===== src/design/integral_image_adaptive_threshold_top_macros.svh =====
// Assertion macros shared by the adaptive threshold design.
`ifndef INTEGRAL_IMAGE_ADAPTIVE_THRESHOLD_TOP_MACROS_SVH
`define INTEGRAL_IMAGE_ADAPTIVE_THRESHOLD_TOP_MACROS_SVH

// Same-cycle implication, checked out of reset.
`define IIAT_ASSERT_IMPLY(name, clk, rst, ante, cons) \
   name: assert property (@(posedge clk) disable iff (rst) (ante) |-> (cons)) \
      else $error("adaptive threshold: implication check failed");

// Next-cycle implication, checked out of reset.
`define IIAT_ASSERT_NEXT(name, clk, rst, ante, cons) \
   name: assert property (@(posedge clk) disable iff (rst) (ante) |=> (cons)) \
      else $error("adaptive threshold: next-cycle check failed");

`endif


===== src/design/iiat_pkg.sv =====
`default_nettype none

package iiat_pkg;

   localparam int PIX_BITS       = 8;
   localparam int PIX_CENTER     = 128;
   localparam int KERNEL_DEFAULT = 11;
   localparam int DIM_RESET      = 256;
   localparam int K_BITS         = 16;
   localparam int L_BITS         = 11;
   localparam int COORD_BITS     = 14;
   localparam int CSR_IDX_BITS   = 3;
   localparam int CSR_DATA_BITS  = 9;

   localparam logic [CSR_IDX_BITS-1:0] CSR_IMAGE_WIDTH   = 3'd0;
   localparam logic [CSR_IDX_BITS-1:0] CSR_IMAGE_HEIGHT  = 3'd1;
   localparam logic [CSR_IDX_BITS-1:0] CSR_KERNEL_WIDTH  = 3'd2;
   localparam logic [CSR_IDX_BITS-1:0] CSR_KERNEL_HEIGHT = 3'd3;
   localparam logic [CSR_IDX_BITS-1:0] CSR_COMPARE_MODE  = 3'd4;

   localparam logic CMD_LOAD  = 1'b0;
   localparam logic CMD_QUERY = 1'b1;

   localparam logic MODE_AT_OR_ABOVE = 1'b0;
   localparam logic MODE_AT_OR_BELOW = 1'b1;

   typedef struct packed {
      logic                cmd;
      logic [PIX_BITS-1:0] pixel;
      logic                frame_start;
      logic [7:0]          query_x;
      logic [7:0]          query_y;
   } req_type;

   typedef struct packed {
      logic bit_res;
      logic in_region;
   } rsp_type;

   typedef struct packed {
      logic [8:0] image_width;
      logic [8:0] image_height;
      logic [7:0] kernel_width;
      logic [7:0] kernel_height;
      logic       compare_mode;
   } cfg_type;

   typedef enum logic [3:0] {
      ST_IDLE,
      ST_LOAD_READ,
      ST_LOAD_WRITE,
      ST_QUERY_CHECK,
      ST_QUERY_READ1,
      ST_QUERY_READ2,
      ST_QUERY_READ3,
      ST_QUERY_READ4,
      ST_QUERY_MUL1,
      ST_QUERY_MUL2,
      ST_QUERY_DONE
   } state_type;

   typedef enum logic [1:0] {
      CORNER_BR,
      CORNER_TR,
      CORNER_BL,
      CORNER_TL
   } corner_type;

   typedef enum logic [1:0] {
      ACC_LOAD,
      ACC_SUB,
      ACC_ADD
   } acc_op_type;

   typedef struct packed {
      logic       latch;
      logic       ld_read;
      logic       ld_write;
      logic       q_read;
      corner_type corner;
      logic       pix_read;
      logic       acc_en;
      acc_op_type acc_op;
      logic       mul1;
      logic       mul2;
      logic       emit;
      logic       emit_default;
   } ctrl_type;

   typedef struct packed {
      logic load_ok;
      logic in_region;
   } status_type;

endpackage

`default_nettype wire


===== src/design/iiat_csr.sv =====
`default_nettype none

module iiat_csr
   import iiat_pkg::*;
(
   input  wire logic                     clock,
   input  wire logic                     reset,
   input  wire logic                     csr_we,
   input  wire logic [CSR_IDX_BITS-1:0]  csr_index,
   input  wire logic [CSR_DATA_BITS-1:0] csr_wdata,
   output cfg_type                       cfg
);

   cfg_type cfg_ff;
   cfg_type cfg_in;

   always_comb begin
      cfg_in = cfg_ff;
      if (csr_we) begin
         case (csr_index)
            CSR_IMAGE_WIDTH:   cfg_in.image_width   = csr_wdata;
            CSR_IMAGE_HEIGHT:  cfg_in.image_height  = csr_wdata;
            CSR_KERNEL_WIDTH:  cfg_in.kernel_width  = csr_wdata[7:0];
            CSR_KERNEL_HEIGHT: cfg_in.kernel_height = csr_wdata[7:0];
            CSR_COMPARE_MODE:  cfg_in.compare_mode  = csr_wdata[0];
            default:           cfg_in = cfg_ff;
         endcase
      end
   end

   always_ff @(posedge clock) begin
      if (reset) begin
         cfg_ff.image_width   <= 9'(DIM_RESET);
         cfg_ff.image_height  <= 9'(DIM_RESET);
         cfg_ff.kernel_width  <= 8'(KERNEL_DEFAULT);
         cfg_ff.kernel_height <= 8'(KERNEL_DEFAULT);
         cfg_ff.compare_mode  <= MODE_AT_OR_ABOVE;
      end else begin
         cfg_ff <= cfg_in;
      end
   end

   assign cfg = cfg_ff;

endmodule

`default_nettype wire


===== config.mk =====
export PLATFORM = sky130hd
export DESIGN_NAME = iiat_csr
export DESIGN_NICKNAME = d
export VERILOG_FILES = /design/src/design/integral_image_adaptive_threshold_top_macros.svh /design/src/design/iiat_pkg.sv /design/src/design/iiat_csr.sv
export SDC_FILE = /design/constraint.sdc
export NUM_CORES = 1
export LEC_CHECK = 0
export BUFFER_PORTS_ARGS = -buffer_cell sky130_fd_sc_hd__buf_2
export CELL_PAD_IN_SITES_DETAIL_PLACEMENT = 2
export CELL_PAD_IN_SITES_GLOBAL_PLACEMENT = 2
export CORE_MARGIN = 4
export CORE_UTILIZATION = 32
export DETAILED_ROUTE_END_ITERATION = 8
export PLACE_DENSITY_LB_ADDON = 0.3
export SYNTH_ARGS = -nofsm -noshare
export SYNTH_HDL_FRONTEND = slang
export SYNTH_SLANG_ARGS = --single-unit

===== constraint.sdc =====
create_clock -name clock -period 2.5 [get_ports clock]
set_clock_uncertainty 0.1 [all_clocks]
set_input_delay 0.5 -clock clock [delete_from_list [all_inputs] [get_ports clock]]
set_output_delay 0.5 -clock clock [all_outputs]
set_load 0.1 [all_outputs]

-- After elaboration in Yosys (flattened, before gate mapping)
Cells that the tools add are included.
- reductions and logical operators: 6
- equal/unequal tests: 4
- operator list (kind ; count):
    AND reduction 2 bit ; 5
    equality test 3 x 2 -> 1 bit, second input constant ; 2
    equality test 3 x 1 -> 1 bit, second input constant ; 1
    equality test 3 bit, second input constant ; 1
    zero test 3 bit ; 1
- input port bits: 15
- flip-flop bits (word level): 35

-- Depth between registers and ports, before layout
- word-level depth: 2
- mapped depth: 4
- gate-level depth less buffers: 2

-- Worst setup path after synthesis
OpenSTA, ideal clock, no wires.
- kind: flip-flop to output port
- start point: register cfg_ff (netlist bit cfg[0])
- end point: output cfg[0] (netlist name)
- stages on the path, launching flop included: 1
- setup slack: 975 ps
- path buffers: 0
- required time: 1900 ps
- arrival: 925 ps
- cell sequence: dfxtp_1
- RTL lines (element ; line ; RTL):
    from (decl) ; iiat_csr.sv:14 ; cfg_type cfg_ff;
    from (signal assigned) ; iiat_csr.sv:39 ; cfg_ff <= cfg_in;
    to (decl) ; iiat_csr.sv:11 ; output cfg_type cfg
No word-level cell between the ends.

-- Worst setup path in the final report
- start point: register cfg_ff (netlist bit cfg[26])
- end point: output cfg[26] (netlist name)
No word-level cell between the ends.

==> flow_summary.yaml <==
status:
  status: "finished, final reports clean"
route:
  wirelength_um: 3890
  via_count: 1114
  vias_per_cell: 4.761
  post-route-drc-count: 0
  wl_per_cell_um: 16.62
  antenna_left: 0
  first_pass_iters: 2
  drt-initial-drc-count: 42
placed_design:
  io_buffers: 49
  place_congestion: 0.6873
  dp_hpwl_um: 2824
finish:
  largest_reg_flops: 35
  final_nets: 196
  layout_common_cells: "buf_2, nand2b_1, mux2i_1, dfxtp_1, nor2_1"
  n_fill_cell: 477
  utilization: 0.4178
  antenna_cells: 0
  drive_above_1_share: 0.3352
  multi_input_area_um2: 700.7
  layout_commonest_cell: "buf_2"
  regArea_um2: 700.7
  areaGrowthSynthToFinish_pct: 26.32
clock_network:
  cts.sinks: 35
  postCtsSetupBuffers: 0
  cts_tree: "built"
  ctsLongestPathBuffers: 2
  clkLatencyLatePin_ns: 0.28
  cts_max_level: 2
  cts_resized: 0
  clk_pin_slew_ns: 0.07
  cts_inserted_buffers: 5
  root_buffer: "clkbuf_8"
  cts_hold_buf: 0
critical_path:
  cp_num_cells: 1
  cp_max_fo: 2
  reg2reg_depth: 2
  crit_path_start_kind: "flop"
  cp_slowest_cell: "buf_2"
  cp_data_arrival_time_ns: 1.08
  required_ns: 1.90
  critPathMaxStageDelay_ns: 0.44
  path_cells: "buf_2"
  path_class: "reg2out"
  crit_buf_inv: 1
  end_kind: "primary output"
  path_delay_family: "buffers and inverters"
die:
  coreArea_um2: 4354
  ios: 50
  start_util: 0.3307
  fp.dieH_um: 75.09
  fp.dieArea_um2: 5638
  die_x_um: 75.09
  std_cell_rows: 24
worst_hold_path:
  min_path_cells: 2
  hold_class: "reg2reg"
synthesis:
  synth_cell_types: 12
  seq_area_frac_synth: 0.4865
  ys_ff_latch: 35
  synth_nets: 148
  syn_avg_cell_area_um2: 10.83
  synthCells: 133
  ys_top_cells_by_area: "dfxtp_1, mux2i_1, nand2b_1, nor2_1, and4bb_2"
  syn_area_um2: 1440
  yosysTopAreaCellShare: 0.4865
  yosysTopAreaCell: "dfxtp_1"
  yosysWarnings: 0
grt:
  gr-total-overflow: 0
  antenna_found_initial: 0
  grt_max_degree: 48
  grt_pass1_wl_um: 6106
  globalRouteTotalUtil: 0.1469
  grt_pass1_vias: 1248
power:
  power.density_nw_per_um2: 662.6
  vdd_drop_max_uv: 324.5
  leakagePower_nw: 0.8987
timing:
  hold_violations: 0
  fin_crit_ns: 1.679
  maxSlewHeadroom: 0.5387
  max_freq_mhz: 595.6
  setup_viol: 0
  max_slew.worst_pin.slew_ns: 0.6882
  grt_setup_unrepaired: "no"
  maxSlewViolCount: 0
  post-route-period-util: 0.6716
  fin_setup_tns_ns: 0
job:
  drv_cap: 0
[cell usage after synthesis]
cell type,count
buf_2,3
dfxtp_1,35
nand4bb_1,2
nand4b_1,1
clkbuf_1,5
nand2b_1,35
nor2_1,12
or4b_4,1
buf_6,1
and4bb_2,2
nor4bb_1,1
mux2i_1,35
[path summary, 6_finish.rpt]
kind	from	end	slack, ns
worst max-delay path	cfg[26]$_SDFFE_PP0P_	cfg[26]	0.82
worst min-delay path	cfg[22]$_SDFFE_PP0P_	cfg[22]$_SDFFE_PP0P_	0.37
worst min register to register	cfg[22]$_SDFFE_PP0P_	cfg[22]$_SDFFE_PP0P_	0.37
worst max register to register	cfg[34]$_SDFFE_PP1P_	cfg[34]$_SDFFE_PP1P_	1.73
[power breakdown]
| group | switching, mW | internal [mW] |
|---|---|---|
| clock network | 0.201 | 0.252 |
| registers | 0.00651 | 0.570 |
| logic | 0.134 | 0.0434 |
[area by class of cell]
class	instances	area share
flip-flops and latches	35	0.3851
multi-input cells	89	0.3851
clock buffers	8	0.05502
well taps	52	0.03576
repair buffers	50	0.1389
[worst min-delay path: cells and delay by family, from the launching register on]
kind,cells,cell delay [ns]
flops,1,0.31
simple gates,1,0.06
mux,1,0.06
[cell families (layout without fill, tap and decap cells)]
logic type | count (synthesis) | in the layout | share of synthesized area
buffers and inverters | 9 | 58 | 0.03127
flip-flops | 35 | 35 | 0.4865
multiplexers | 35 | 35 | 0.2433
AND/OR/NAND/NOR | 54 | 54 | 0.2389
[routing by layer]
metal,up-vias,GRT usage,part of all wire
li1,536,-,-
met4,0,0.04743,0.011
met2,30,0.2592,0.51
met1,544,0.1690,0.42
met3,4,0.04406,0.055
met5,-,0,0
[per-stage QoR]
step | hold WS, ns | worst slack [ns] | area [um2] | cells | power, mW
CTS | 0.3793 | 0.7920 | 1819 | 234 | 1.224
detailed placement | 0.3673 | 0.6630 | 1719 | 226 | 0.7673
global placement | 0.3571 | 0.7303 | 1719 | 226 | 0.7617
finish | 0.3740 | 0.8211 | 1819 | 234 | 1.205
global route | 0.4030 | 0.7847 | 1819 | 234 | 1.256
floorplan | 0.5710 | 0.9749 | 1440 | 133 | 0.7268
Power figures use the tool's default switching activity.
