===== src/design/integral_image_adaptive_threshold_top_macros.svh =====
// Assertion macros shared by the adaptive threshold design.
`ifndef INTEGRAL_IMAGE_ADAPTIVE_THRESHOLD_TOP_MACROS_SVH
`define INTEGRAL_IMAGE_ADAPTIVE_THRESHOLD_TOP_MACROS_SVH

// Same-cycle implication, checked out of reset.
`define IIAT_ASSERT_IMPLY(name, clk, rst, ante, cons) \
   name: assert property (@(posedge clk) disable iff (rst) (ante) |-> (cons)) \
      else $error("adaptive threshold: implication check failed");

// Next-cycle implication, checked out of reset.
`define IIAT_ASSERT_NEXT(name, clk, rst, ante, cons) \
   name: assert property (@(posedge clk) disable iff (rst) (ante) |=> (cons)) \
      else $error("adaptive threshold: next-cycle check failed");

`endif


===== src/design/iiat_pkg.sv =====
`default_nettype none

package iiat_pkg;

   localparam int PIX_BITS       = 8;
   localparam int PIX_CENTER     = 128;
   localparam int KERNEL_DEFAULT = 11;
   localparam int DIM_RESET      = 256;
   localparam int K_BITS         = 16;
   localparam int L_BITS         = 11;
   localparam int COORD_BITS     = 14;
   localparam int CSR_IDX_BITS   = 3;
   localparam int CSR_DATA_BITS  = 9;

   localparam logic [CSR_IDX_BITS-1:0] CSR_IMAGE_WIDTH   = 3'd0;
   localparam logic [CSR_IDX_BITS-1:0] CSR_IMAGE_HEIGHT  = 3'd1;
   localparam logic [CSR_IDX_BITS-1:0] CSR_KERNEL_WIDTH  = 3'd2;
   localparam logic [CSR_IDX_BITS-1:0] CSR_KERNEL_HEIGHT = 3'd3;
   localparam logic [CSR_IDX_BITS-1:0] CSR_COMPARE_MODE  = 3'd4;

   localparam logic CMD_LOAD  = 1'b0;
   localparam logic CMD_QUERY = 1'b1;

   localparam logic MODE_AT_OR_ABOVE = 1'b0;
   localparam logic MODE_AT_OR_BELOW = 1'b1;

   typedef struct packed {
      logic                cmd;
      logic [PIX_BITS-1:0] pixel;
      logic                frame_start;
      logic [7:0]          query_x;
      logic [7:0]          query_y;
   } req_type;

   typedef struct packed {
      logic bit_res;
      logic in_region;
   } rsp_type;

   typedef struct packed {
      logic [8:0] image_width;
      logic [8:0] image_height;
      logic [7:0] kernel_width;
      logic [7:0] kernel_height;
      logic       compare_mode;
   } cfg_type;

   typedef enum logic [3:0] {
      ST_IDLE,
      ST_LOAD_READ,
      ST_LOAD_WRITE,
      ST_QUERY_CHECK,
      ST_QUERY_READ1,
      ST_QUERY_READ2,
      ST_QUERY_READ3,
      ST_QUERY_READ4,
      ST_QUERY_MUL1,
      ST_QUERY_MUL2,
      ST_QUERY_DONE
   } state_type;

   typedef enum logic [1:0] {
      CORNER_BR,
      CORNER_TR,
      CORNER_BL,
      CORNER_TL
   } corner_type;

   typedef enum logic [1:0] {
      ACC_LOAD,
      ACC_SUB,
      ACC_ADD
   } acc_op_type;

   typedef struct packed {
      logic       latch;
      logic       ld_read;
      logic       ld_write;
      logic       q_read;
      corner_type corner;
      logic       pix_read;
      logic       acc_en;
      acc_op_type acc_op;
      logic       mul1;
      logic       mul2;
      logic       emit;
      logic       emit_default;
   } ctrl_type;

   typedef struct packed {
      logic load_ok;
      logic in_region;
   } status_type;

endpackage

`default_nettype wire


===== src/design/iiat_ctrl.sv =====
`default_nettype none

module iiat_ctrl
   import iiat_pkg::*;
(
   input  wire logic clock,
   input  wire logic reset,
   input  wire logic start,
   input  wire logic cmd,
   input  status_type status,
   output ctrl_type   ctrl,
   output logic       busy
);

   state_type state_ff;
   state_type state_in;

   always_ff @(posedge clock) begin
      if (reset) begin
         state_ff <= ST_IDLE;
      end else begin
         state_ff <= state_in;
      end
   end

   always_comb begin
      state_in = state_ff;
      ctrl     = '0;
      ctrl.corner = CORNER_BR;
      ctrl.acc_op = ACC_LOAD;
      case (state_ff)
         ST_IDLE: begin
            if (start) begin
               ctrl.latch = 1'b1;
               state_in   = (cmd == CMD_QUERY) ? ST_QUERY_CHECK : ST_LOAD_READ;
            end
         end
         ST_LOAD_READ: begin
            if (status.load_ok) begin
               ctrl.ld_read = 1'b1;
               state_in     = ST_LOAD_WRITE;
            end else begin
               state_in = ST_IDLE;
            end
         end
         ST_LOAD_WRITE: begin
            ctrl.ld_write = 1'b1;
            state_in      = ST_IDLE;
         end
         ST_QUERY_CHECK: begin
            if (status.in_region) begin
               ctrl.q_read   = 1'b1;
               ctrl.corner   = CORNER_BR;
               ctrl.pix_read = 1'b1;
               state_in      = ST_QUERY_READ1;
            end else begin
               ctrl.emit_default = 1'b1;
               state_in          = ST_IDLE;
            end
         end
         ST_QUERY_READ1: begin
            ctrl.q_read = 1'b1;
            ctrl.corner = CORNER_TR;
            ctrl.acc_en = 1'b1;
            ctrl.acc_op = ACC_LOAD;
            state_in    = ST_QUERY_READ2;
         end
         ST_QUERY_READ2: begin
            ctrl.q_read = 1'b1;
            ctrl.corner = CORNER_BL;
            ctrl.acc_en = 1'b1;
            ctrl.acc_op = ACC_SUB;
            state_in    = ST_QUERY_READ3;
         end
         ST_QUERY_READ3: begin
            ctrl.q_read = 1'b1;
            ctrl.corner = CORNER_TL;
            ctrl.acc_en = 1'b1;
            ctrl.acc_op = ACC_SUB;
            state_in    = ST_QUERY_READ4;
         end
         ST_QUERY_READ4: begin
            ctrl.acc_en = 1'b1;
            ctrl.acc_op = ACC_ADD;
            state_in    = ST_QUERY_MUL1;
         end
         ST_QUERY_MUL1: begin
            ctrl.mul1 = 1'b1;
            state_in  = ST_QUERY_MUL2;
         end
         ST_QUERY_MUL2: begin
            ctrl.mul2 = 1'b1;
            state_in  = ST_QUERY_DONE;
         end
         ST_QUERY_DONE: begin
            ctrl.emit = 1'b1;
            state_in  = ST_IDLE;
         end
         default: begin
            state_in = ST_IDLE;
         end
      endcase
   end

   assign busy = (state_ff != ST_IDLE);

endmodule

`default_nettype wire


===== config.mk =====
export PLATFORM = sky130hd
export DESIGN_NAME = iiat_ctrl
export DESIGN_NICKNAME = d
export VERILOG_FILES = /design/src/design/integral_image_adaptive_threshold_top_macros.svh /design/src/design/iiat_pkg.sv /design/src/design/iiat_ctrl.sv
export SDC_FILE = /design/constraint.sdc
export NUM_CORES = 1
export LEC_CHECK = 0
export BUFFER_PORTS_ARGS = -buffer_cell sky130_fd_sc_hd__buf_2
export CORE_AREA = 2 2 39 41
export CTS_CLUSTER_SIZE = 10
export DETAILED_ROUTE_END_ITERATION = 10
export DIE_AREA = 0 0 41 43
export GPL_ROUTABILITY_DRIVEN = 0
export PLACE_DENSITY_LB_ADDON = 0.05
export SLEW_MARGIN = 0
export SYNTH_ARGS = -nofsm -noshare
export SYNTH_HDL_FRONTEND = slang
export SYNTH_SLANG_ARGS = --single-unit

===== constraint.sdc =====
create_clock -name clock -period 2.9 [get_ports clock]
set_input_delay 0.29 -clock clock [delete_from_list [all_inputs] [get_ports clock]]
set_output_delay 0.29 -clock clock [all_outputs]
set_load 0.02 [all_outputs]

Word level (Yosys, flattened, before mapping)
Cells that the tools add are included.
- add/subtract/negate cells: 0
- shift-type cells: 0
- multipliers: 0
- equality and inequality tests: 11
- mux-type cells: 19
- bitwise gates (word level): 0
- reduce and logical (&&, ||, !) cells: 3
- div/mod/pow operators: 0
- $lt $le $gt $ge: 0
- operators by type and width (operator ; count):
    $pmux W4 S9 ; 1
    $eq A4 B3 Y1 const B ; 4
    $eq A4 B4 Y1 const B ; 3
    $pmux W3 S4 ; 1
    $mux W1 ; 11
    $pmux W3 S3 ; 1
    $eq A4 B2 Y1 const B ; 2
    $mux W4 ; 2
    $eq A4 B1 Y1 const B ; 1
    $logic_not A4 Y1 ; 1
    $mux W2 ; 2
    $reduce_bool A4 Y1 ; 1
    $mux W3 ; 1
    $ne A2 B2 Y1 const B ; 1
    $reduce_or A2 Y1 ; 1
- memory bits (read-only): 0
- logic and storage cells: 34
- RAM bits: 0
- register bits after elaboration: 4
- bits in latches: 0
- output and inout port bits: 15
- memories: 0

Logic depth before layout (Yosys ltp)
- depth after elaboration: 3
- mapped depth: 4
- gate-level depth less buffers: 3

Worst setup path before layout
OpenSTA, ideal clock, no wires.
- path type: register to output
- from: register state_ff[1]
- to: output ctrl[12] (netlist name)
- arrival time: 1.458 ns
- cell stages (with the launch flop): 4
- buffers on the path: 1
- required time: 2.610 ns
- path slack: 1.152 ns
- cells stage by stage: dfxtp_1 > buf_6 > or2b_4 > nor4b_1
- RTL lines (item ; RTL line ; RTL):
    start, declared ; iiat_ctrl.sv:15 ; state_type state_ff;
    start signal, assigned ; iiat_ctrl.sv:22 ; state_ff <= state_in;
    end, declared ; iiat_ctrl.sv:11 ; output ctrl_type ctrl,

==> run metrics <==
crit path max fanout=12; top-count cell post-synth=nor2_1; FFs w/ async S/R, synth=0%; dpl ws=1.272 ns; relative slew slack=69.05%; post-synth net total=between 50 and 60; clock root buffer=clkbuf_4; setup TNS=0 ns; delay-heaviest family, CP=simple AND/OR/NAND/NOR gates; Final Skew=0.0005582 ns; Synth Flop Type=dfxtp_1; worst path required time=between 2 and 3 ns; # rows=14; R2R Setup Slk=1.45 ns; status=finished, final reports clean; hold_buf cts=0; # nets final=73; EDFF count, synth=0; critical path's largest stage delay=around 0.53 ns; area share of the largest cell type after synthesis=21.92%; final WL=between 900 and 1000 um; Ant. Diodes=0; CP arrival=1.58 ns; die height=around 43 um; area leader, netlist=dfxtp_1; hold_sp=reset; initial antenna violation count=0; final worst path period need=1.868 ns; FF-to-FF End=state_ff[1]$_SDFFE_PP0P_; Max stage delay cell, worst path=dfxtp_1; first-pass GRT wire length=between 1000 and 1500 um; Worst Reg-to-Reg Cells=3; I/O Buffers=20; total track usage=11.14%; clock sinks=4; synth top area cells=dfxtp_1 (22%), nor2_1 (9.2%), nand2b_1 (5.1%); P&R area growth vs syn=30.82%; Yosys warning count=0; Synth Instances=47; DRC=0; Detailed Place HPWL=698.2 um; Pwr Total=0.1657 mW; RSZ-0062 raised after global routing=no; worst skew pair latency=about 0.23 ns; Buf/Inv on CP=1; worst hold stages=2; WL/cell=11.33 um; vias in the first global route=~320; Hold Path Class=in2reg; initial core utilization=about a quarter; Regs by FF count=state_ff: 4 flops; final worst hold slack=0.2795 ns; die width=41 um; Fmax achieved=535.3 MHz; Hold Path Sink=state_ff[1]$_SDFFE_PP0P_; Worst-Margin Slew=0.4635 ns; die area=1763 sq um; Final Slew Violations=0; antenna viol nets, final=0; number of flip-flops in the largest register=4; Starting DRT DRC Count=3; Post-CTS Setup Inserts=0; layout cells sized above 1=43.08%; Synth Cell Area=365.4 sq um; register area share after synthesis=21.92%; final setup vio count=0; Vias=400; first-pass iteration count of the detailed router=3; fin worst setup slack=between 1 and 1.5 ns; crit-path cells=or2b_4 -> nor4b_1 -> buf_2; r2r startpoint=state_ff[2]$_SDFFE_PP0P_; pwr dens=346.8 nW/um^2; Final Hold Fails=0; DR vias/cell=4.938; post-layout util=34.54%; synth unique cells=27; CTS buffer count=3; Startpoint Class=flip-flop; Setup crit end kind=output pin; htree depth=1; Reg with most FFs=state_ff; worst-case clock buffer depth=2; CORE AREA=1384 sq um; critical path class=reg2out; Worst-path clk slew=0.04 ns; pin count of the biggest net entering global routing=13; IO Pins=21; global route overflow=0; cts repair resizes=0; syn avg cell area=about 7.8 sq um; Yosys reg bits=4; LEAKAGE=approximately 0.24 nW; final worst path period share=roughly 64%; CTS tree=done; Max-Cap Viols=0; VDD IR max=124.8 uV; Post-synth top cells=nor2_1 (9), dfxtp_1 (4), a21oi_1 (3), buf_2 (3), nand2b_1 (3)
-- routing by layer --
| layer | global-route usage (%) | wire (um) | vias to the layer above |
|---|---|---|---|
| met4 | 10.00 | 0 | 0 |
| met5 | 0 | 0 | - |
| met1 | 14.79 | 487 | 177 |
| met2 | 14.69 | 370 | 14 |
| li1 | - | - | 209 |
| met3 | 1.571 | 60 | 0 |
-- cells in the final DEF, fill, tap and decap left out, drive strengths merged, types with 2 or more instances in the layout --
cell     n
buf     20
nor2     9
dfxtp    4
nand2b   4
a21oi    3
clkbuf   3
nor3     2
nand2    2
o22a     2
o21ai    2
-- power by group --
part	internal, mW	switching, mW	leakage (nW)	total, mW
combinational	0.0159	0.0200	0.194	0.0360
clock	0.0461	0.0205	0.0138	0.0666
sequential	0.0574	0.00571	0.0326	0.0632
total	0.120	0.0462	0.240	0.166
-- worst register-to-register path: cells and delay by family, from the launching register on --
kind / cells / cell delay [ns]
flip-flops: 1 / 0.57
AO/OA/AOI/OAI: 2 / 0.51
AND/OR/NAND/NOR: 1 / 0.28
-- final cells by class --
type,instances,area (sq um)
Fill cell,165,905.9
Multi-Input combinational cell,37,251.5
Timing Repair Buffer,20,100.1
Sequential cell,4,80.08
Clock buffer,3,22.52
Tap cell,16,20.02
Inverter,1,3.754
-- cell families after synthesis --
kind of cell	count (synthesis)	share of synthesized area (%)
compound gates	13	29.45
flops	4	21.92
simple gates	24	39.39
buf+inv	6	9.243
-- how the worst max path moves through the flow --
stage,startpoint,endpoint,slack (ns),cells past startpoint
4_1_cts,state_ff[0]$_SDFFE_PP0P_,ctrl[12],1.02,3
3_3_place_gp,state_ff[0]$_SDFFE_PP0P_,ctrl[12],1.31,3
2_1_floorplan,state_ff[1]$_SDFFE_PP0P_,ctrl[12],1.15,3
5_1_grt,state_ff[0]$_SDFFE_PP0P_,ctrl[12],0.92,3
6_report,state_ff[0]$_SDFFE_PP0P_,ctrl[12],1.03,3
3_5_place_dp,state_ff[0]$_SDFFE_PP0P_,ctrl[12],1.27,3
-- metrics by stage --
step	instance area, sq um	std cells
after CTS	478.0	81
after global routing	478.0	81
after floorplan	365.4	47
after detailed placement	455.4	78
final	478.0	81
after global placement	455.4	78
Power figures use the tool's default switching activity.
